**config.mk**
```make
export PLATFORM = sky130hd
export DESIGN_NAME = varint_record_deframer
export DESIGN_NICKNAME = d
export VERILOG_FILES = /design/src/rtl/vrd_pkg.sv /design/src/rtl/vrd_parser.sv /design/src/rtl/varint_record_deframer.sv
export VERILOG_INCLUDE_DIRS = /design/src /design/src/rtl
export SDC_FILE = /design/constraint.sdc
export NUM_CORES = 1
export LEC_CHECK = 0
export BUFFER_PORTS_ARGS = -buffer_cell sky130_fd_sc_hd__clkbuf_2
export CORE_MARGIN = 1.5
export CORE_UTILIZATION = 55
export DETAILED_ROUTE_END_ITERATION = 8
export PLACE_DENSITY = 0.75
export REMOVE_ABC_BUFFERS = 1
export SYNTH_ARGS = -nofsm -noshare
export SYNTH_HDL_FRONTEND = slang
export SYNTH_SLANG_ARGS = --single-unit
```
**constraint.sdc**
```tcl
create_clock -name clk -period 4.9 [get_ports clk]
set_input_delay 0.98 -clock clk [delete_from_list [all_inputs] [get_ports clk]]
set_output_delay 0.98 -clock clk [all_outputs]
set_load 0.02 [all_outputs]
```
**src/rtl/varint_record_deframer_assert.svh**
```systemverilog
// Assertion macros used by the deframer RTL.
`ifndef VARINT_RECORD_DEFRAMER_ASSERT_SVH
`define VARINT_RECORD_DEFRAMER_ASSERT_SVH

// Check a property on every clock edge outside reset.
`define VRD_ASSERT(label, prop, msg) \
    label: assert property (@(posedge clk) disable iff (!rst_n) prop) else $error(msg);

// Check a property on every clock edge, reset included.
`define VRD_ASSERT_ALWAYS(label, prop, msg) \
    label: assert property (@(posedge clk) prop) else $error(msg);

`endif

```
**src/rtl/vrd_pkg.sv**
```systemverilog
`timescale 1ns / 1ps
`default_nettype none

package vrd_pkg;

    localparam int unsigned LEN_W         = 32;
    localparam int unsigned HDR_IDX_W     = 3;
    localparam int unsigned HDR_MAX_BYTES = 5;

    localparam logic [7:0] HDR0_LEN_MASK = 8'h3F;
    localparam logic [7:0] HDR0_RM_MASK  = 8'h40;
    localparam logic [7:0] HDR_CONT_MASK = 8'h80;
    localparam logic [7:0] HDR_LEN_MASK  = 8'h7F;

    typedef enum logic [1:0] {
        PH_HEADER  = 2'd0,
        PH_PAYLOAD = 2'd1,
        PH_SKIP    = 2'd2,
        PH_PAD     = 2'd3
    } phase_t;

    typedef struct packed {
        logic       emit;
        logic [7:0] payload_byte;
        logic       record_last;
    } parse_res_t;

    typedef struct packed {
        phase_t phase;
        logic   length_zero;
    } parse_stat_t;

endpackage

`default_nettype wire

```
**src/rtl/vrd_parser.sv**
```systemverilog
`timescale 1ns / 1ps
`default_nettype none

module vrd_parser (
    input  wire                 clk,
    input  wire                 rst_n,
    input  wire                 step,
    input  wire  [7:0]          data_byte,
    input  wire                 block_end,
    output vrd_pkg::parse_res_t res,
    output vrd_pkg::parse_stat_t stat
);
    import vrd_pkg::*;

    phase_t                 phase_reg, phase_next;
    logic [LEN_W-1:0]       length_reg, length_next;
    logic [HDR_IDX_W-1:0]   idx_reg, idx_next;
    logic                   removed_reg, removed_next;

    logic [4:0]             hdr_shift;
    logic [LEN_W-1:0]       hdr_term;
    logic [7:0]             len_bits;
    logic                   cont;

    assign cont     = (data_byte & HDR_CONT_MASK) != 8'd0;
    assign len_bits = data_byte & HDR_LEN_MASK;

    // Later header bytes land at shifts 6, 13, 20 and 27.
    always_comb
    begin
        case (idx_reg)
            3'd1:    hdr_shift = 5'd6;
            3'd2:    hdr_shift = 5'd13;
            3'd3:    hdr_shift = 5'd20;
            default: hdr_shift = 5'd27;
        endcase
    end

    assign hdr_term = {{(LEN_W-8){1'b0}}, len_bits} << hdr_shift;

    always_comb
    begin
        phase_next   = phase_reg;
        length_next  = length_reg;
        idx_next     = idx_reg;
        removed_next = removed_reg;
        if (step)
        begin
            unique case (phase_reg)
                PH_HEADER:
                begin
                    if (idx_reg == '0)
                    begin
                        length_next  = {{(LEN_W-8){1'b0}}, data_byte & HDR0_LEN_MASK};
                        removed_next = (data_byte & HDR0_RM_MASK) != 8'd0;
                    end
                    else
                    begin
                        length_next = length_reg + hdr_term;
                    end
                    if (!cont)
                    begin
                        idx_next = '0;
                        if (length_next == '0)
                            phase_next = PH_PAD;
                        else if (removed_next)
                            phase_next = PH_SKIP;
                        else
                            phase_next = PH_PAYLOAD;
                    end
                    else if (idx_reg == HDR_IDX_W'(HDR_MAX_BYTES - 1))
                    begin
                        // overlong header: rest of block is padding
                        phase_next = PH_PAD;
                    end
                    else
                    begin
                        idx_next = idx_reg + 1'b1;
                        if (block_end)
                            phase_next = PH_PAD;
                    end
                end
                PH_PAYLOAD, PH_SKIP:
                begin
                    length_next = length_reg - 1'b1;
                    if (length_reg == LEN_W'(1))
                    begin
                        phase_next   = PH_HEADER;
                        idx_next     = '0;
                        removed_next = 1'b0;
                    end
                end
                PH_PAD:
                begin
                end
                default:
                begin
                end
            endcase
            // block end closes padding and truncated headers
            if (block_end && phase_next == PH_PAD)
            begin
                phase_next   = PH_HEADER;
                length_next  = '0;
                idx_next     = '0;
                removed_next = 1'b0;
            end
        end
    end

    always_comb
    begin
        res.emit         = step && (phase_reg == PH_PAYLOAD);
        res.payload_byte = data_byte;
        res.record_last  = (length_reg == LEN_W'(1));
        stat.phase       = phase_reg;
        stat.length_zero = (length_reg == '0);
    end

    always_ff @(posedge clk or negedge rst_n)
    begin
        if (!rst_n)
        begin
            phase_reg   <= PH_HEADER;
            length_reg  <= '0;
            idx_reg     <= '0;
            removed_reg <= 1'b0;
        end
        else
        begin
            phase_reg   <= phase_next;
            length_reg  <= length_next;
            idx_reg     <= idx_next;
            removed_reg <= removed_next;
        end
    end

endmodule

`default_nettype wire

```
**src/rtl/varint_record_deframer.sv**
```systemverilog
// Pipeline: an accepted byte that yields a payload byte passes the input register and
// the parser, then is loaded into the result register and presented on the output.
// Throughput: one byte per cycle unless the output stalls; the header/payload state updates in one step.
// Stalls: the input stalls only while both the input and result registers hold.
// Reset: rst_n clears both pipeline valids and returns the parser to the header
// phase with zero length, header index and removed flag.
`timescale 1ns / 1ps
`default_nettype none
`include "varint_record_deframer_assert.svh"

module varint_record_deframer (
    input  wire        clk,
    input  wire        rst_n,
    input  wire        in_valid,
    output logic       in_ready,
    input  wire  [7:0] data_byte,
    input  wire        block_end,
    output logic       out_valid,
    input  wire        out_ready,
    output logic [7:0] payload_byte,
    output logic       record_last
);
    import vrd_pkg::*;

    logic       s1_valid_reg, s1_valid_next;
    logic [7:0] s1_byte_reg;
    logic       s1_end_reg;
    logic       out_valid_reg, out_valid_next;
    logic [7:0] payload_reg;
    logic       last_reg;

    logic       s2_free;
    logic       step;
    logic       in_fire;

    parse_res_t  res;
    parse_stat_t stat;

    vrd_parser u_parser (
        .clk       (clk),
        .rst_n     (rst_n),
        .step      (step),
        .data_byte (s1_byte_reg),
        .block_end (s1_end_reg),
        .res       (res),
        .stat      (stat)
    );

    assign s2_free  = !out_valid_reg || out_ready;
    assign step     = s1_valid_reg && s2_free;
    assign in_ready = !s1_valid_reg || s2_free;
    assign in_fire  = in_valid && in_ready;

    assign s1_valid_next  = in_fire ? 1'b1 : (step ? 1'b0 : s1_valid_reg);
    assign out_valid_next = res.emit ? 1'b1 : (out_ready ? 1'b0 : out_valid_reg);

    always_ff @(posedge clk or negedge rst_n)
    begin
        if (!rst_n)
        begin
            s1_valid_reg  <= 1'b0;
            out_valid_reg <= 1'b0;
        end
        else
        begin
            s1_valid_reg  <= s1_valid_next;
            out_valid_reg <= out_valid_next;
        end
    end

    always_ff @(posedge clk)
    begin
        if (in_fire)
        begin
            s1_byte_reg <= data_byte;
            s1_end_reg  <= block_end;
        end
        // load result only when a payload byte comes out
        if (res.emit)
        begin
            payload_reg <= res.payload_byte;
            last_reg    <= res.record_last;
        end
    end

    assign out_valid    = out_valid_reg;
    assign payload_byte = payload_reg;
    assign record_last  = last_reg;

    `VRD_ASSERT(a_stall_only_when_full, !in_ready |-> (s1_valid_reg && out_valid_reg), "input stalled while a stage is free")
    `VRD_ASSERT(a_payload_len_nonzero, (stat.phase == PH_PAYLOAD || stat.phase == PH_SKIP) |-> !stat.length_zero, "payload phase with zero length left")
    `VRD_ASSERT(a_last_ends_record, (res.emit && res.record_last) |=> (stat.phase == PH_HEADER), "last payload byte did not return to header")
    `VRD_ASSERT_ALWAYS(a_reset_idle, !rst_n |=> (!out_valid && !s1_valid_reg), "valid after reset")

endmodule

`default_nettype wire

```
==> summary.md <==
| Metric | Value |
|---|---|
| Core area | between 10000 and 15000 um2 |
| CP Depth | 20 |
| Final worst-path cycle share | between 90 and 100% |
| Crit path launch type | flip-flop |
| Vias in the first global route | ~6600 |
| Count leader, synth | nand2_1 |
| CTS Buffer Depth | 2 |
| DRC viols | 0 |
| Synth area leader | dfrtp_1 |
| Total GRT Usage | between 30% and 40% |
| Post-synthesis compound-gate area fraction | 31.83% |
| Dominant synthesized flop cell | dfrtp_1 |
| Hpwl dp | approximately 17 mm |
| R2R Path Start | u_parser.idx_reg[0] |
| Die area | between 10000 and 15000 um2 |
| GR Overflow Total | 0 |
| Crit. End Element | flip-flop |
| Synth top area cells | dfrtp_1, ha_1, edfxtp_1 |
| Post-synth top area share | about 16% |
| CP Class | reg -> reg |
| YS warnings | 0 |
| Vias per cell | about 6.8 |
| Met1 GRT Util | 52.57% |
| Avg Synthesized Cell Area | 7.696 um2 |
| Cell Chain, Critical Path | ha_1 > ha_2 > nor3b_1 > a21oi_2 > o21ai_1 > a311o_1 > a21boi_1 > buf_4 > ha_4 > and2_4 > a21o_1 > or3_1 > nand3_1 > o311ai_1 > or4b_4 > nor4_4 > buf_4 > a31oi_4 > a31o_1 > a22o_1 |
| Max Transition Viols Final | 0 |
| Hold path cells | 0 |
| Hold path start | s1_byte_reg[5] |
| Total power | approximately 4.6 mW |
| Initial core utilization | 56.76% |
| Mapped Area | approximately 6200 um2 |
| H-tree levels | 3 |
| Clock-pin slew on the worst setup and hold paths | 0.08 ns |
| Largest family of logic cells by synthesized area | compound AO/OA/AOI/OAI gates |
| Commonest cells in the synthesized netlist | nand2_1, a21oi_1, o21ai_0 |
| GRT busiest layer | met2 |
| Psw | approximately 2.4 mW |
| Mux contribution to synthesized area | between 1 and 1.5% |
| Worst slew pin tran | approximately 1.1 ns |
| Worst reg2reg path endpoint | u_parser.length_reg[31] |
| DR vias | between 7000 and 8000 |
| Initial antenna violation count | 0 |
| Clk_lat worst skew | about 0.35 ns |
| Max VDD drop | 0.5742 mV |
| Routability cong. | approximately 1.1 |
| Number of flops mapped to enable cells by yosys | 18 |
| Vert. Die Dim | 109 um |
| CTS Root Cell | clkbuf_8 |
| Register share of total power | between 10% and 20% |
| Nets@finish | 967 |
| First-pass GRT wire length | 34.63 mm |
| # Max-Cap Violations | 0 |
| CP arrival | roughly 5 ns |
| Met3 Use GR | a little over a tenth |
| Leak pwr | approximately 3.2 nW |
| Rows | 38 |
| Worst reg-to-reg setup slack | roughly 0.12 ns |
| CP dominant cell by count | buf_4 |
| Drt pass-1 iters | 5 |
| FFs w/ async S/R, synth | 68.97% |
| Antenna Nets Post-Route | 0 |
| GR Util met2 | a little under three fifths |
| Largest stage delay on the critical path | ~0.59 ns |
| Simple-Gate Fraction of Synth Area | a little under a quarter |
| Largest net degree at the start of global routing | 52 |
| Worst Skew | approximately 0.015 ns |
| Status | finished, final reports clean |
| 1st-iter DRT viols | just under 900 |
| Synth Area in Adders | just over 9% |
| Critical path data required time | roughly 5.1 ns |
| DIE WIDTH | about 110 um |
| Clock share of power | about a tenth |
| P per Cell Area | about 600 nW/um2 |
| WP buf/inv | 2 |
| Post-synthesis sequential area ratio | between 20% and 30% |
| Post-synthesis xor/xnor area fraction | 3.968% |
| Post-synthesis sequential element count | between 50 and 60 |
| Fmax | 209.0 MHz |
| Area delta synth->final | 24.01% |
| Slowest CP cell | or4b_4 |
| Switching Fraction | roughly 52% |
| Final Util | a little over two thirds |
| Count of port buffers added during placement | 23 |
| Final min period | between 4 and 5 ns |
| Critical Path Fanout Max | 7 |
| Finished Layout Cells | between 1000 and 1500 |
| Cell family with most CP delay | compound AO/OA/AOI/OAI gates |
| CTS tree | done |
| Wire per inst | 21.69 um |
| Detailed Route WL | 22.87 mm |
| Logic pwr share | 71.9% |
| P_int | 2.210 mW |
| Antenna diodes | 0 |
| Sink Count | just under 60 |
| Worst Reg-to-Reg Cells | 20 |
| Top Ports | 24 |
| Worst Hold End | payload_byte[5] |
| Hold buffer count at cts | 0 |
| Inserted Clock Buffers | 9 |
| Mapped Cells | approximately 800 |
| Finished Cell Area | about 7700 um2 |
| Post-synthesis cell type count | between 70 and 80 |
| Placed Area | between 7000 and 8000 um2 |
| Slew margin rel. | ~29% |
| Max FFs per register | 32 |
| Placed cells | between 1000 and 1500 |
| Final Hold Fails | 0 |
| Final setup viols | 0 |
| Min-Delay Path Class | reg -> reg |
| Fraction of layout cells with a size suffix above 1 | a little under a quarter |
==> logic make-up (layout without fill, tap and decap cells) <==
family                   after synthesis  count (layout)
AND/OR/NAND/NOR                      291             291
AO/OA/AOI/OAI                        289             290
buffers and inverters                 83             188
flip-flops                            58              58
adder cells (fa/ha/maj)               45              45
XOR/XNOR                              28              28
multiplexers                           7               7
other                                  2               7
==> worst max-delay path by stage <==
stage	slack, ns	end	start
after floorplan	-1.25	u_parser.length_reg[28]	u_parser.idx_reg[2]
after global placement	0.11	u_parser.length_reg[20]	u_parser.idx_reg[0]
after detailed placement	-0.08	u_parser.length_reg[2]	u_parser.idx_reg[0]
after CTS	0.003	u_parser.length_reg[31]	u_parser.idx_reg[0]
after global routing	-0.05	u_parser.length_reg[31]	u_parser.idx_reg[0]
final	0.12	u_parser.length_reg[31]	u_parser.idx_reg[0]
==> repair_timing <==
action                     CTS  global route
buffers inserted             3             3
setup endpoints to repair   30            38
pin swaps                    7            17
cloned                       1             1
gates resized for setup      7            54
==> per-layer routing <==
metal  vias to the layer above  share of wire [%]
met2                       484                 43
met1                      3401                 40
li1                       3241                  -
met3                        91                 12
met4                         0                4.6
met5                         -                  0
==> placed cells by master (no fill, tap or decap), types with 17 or more instances in the layout <==
cell	count
ha_1	34
a31oi_1	20
nor2_1	47
dfrtp_1	40
nor3_1	30
edfxtp_1	18
buf_4	110
o21ai_0	46
clkbuf_2	23
nand3_1	23
a22o_1	17
inv_1	32
nand2_1	89
a21oi_1	61
==> power groups by stage <==
| stage | clock network, mW | logic, mW | registers (mW) |
|---|---|---|---|
| floorplan | 0 | 1.81 | 0.743 |
| global placement | 0 | 2.92 | 0.829 |
| detailed placement | 0 | 2.97 | 0.839 |
| CTS | 0.442 | 3.03 | 0.831 |
| global route | 0.458 | 3.53 | 0.862 |
| finish | 0.439 | 3.31 | 0.855 |
==> area by class of cell <==
class	instances	area [um2]
Timing Repair Buffer	139	1011
Tap cell	140	175.2
Fill cell	901	3224
Sequential cell	58	1541
Clock inverter	5	55.05
Clock buffer	11	131.4
Inverter	33	123.9
Multi-Input combinational cell	668	4626
==> through the flow <==
| step | TNS, ns | hold slack [ns] | setup slack, ns |
|---|---|---|---|
| 2_1_floorplan | -29.92 | 0.4883 | -1.250 |
| 3_3_place_gp | 0 | 0.5090 | 0.1146 |
| 3_5_place_dp | -0.5847 | 0.5362 | -0.07855 |
| 4_1_cts | 0 | 0.5435 | 0.003007 |
| 5_1_grt | -0.1977 | 0.5587 | -0.04980 |
| 6_report | 0 | 0.5509 | 0.1164 |
==> worst reg2reg max path, stage by stage, from the launching register on <==
cell and delay [ns]:
dfrtp_1 0.39, ha_1 0.21, ha_2 0.21, nor3b_1 0.16
a21oi_2 0.12, o21ai_1 0.09, a311o_1 0.30, a21boi_1 0.15
buf_4 0.15, ha_4 0.22, and2_4 0.15, a21o_1 0.17
or3_1 0.30, nand3_1 0.17, o311ai_1 0.15, or4b_4 0.59
nor4_4 0.25, buf_4 0.19, a31oi_4 0.17, a31o_1 0.27
a22o_1 0.25
(Power assumes the default switching activity.)
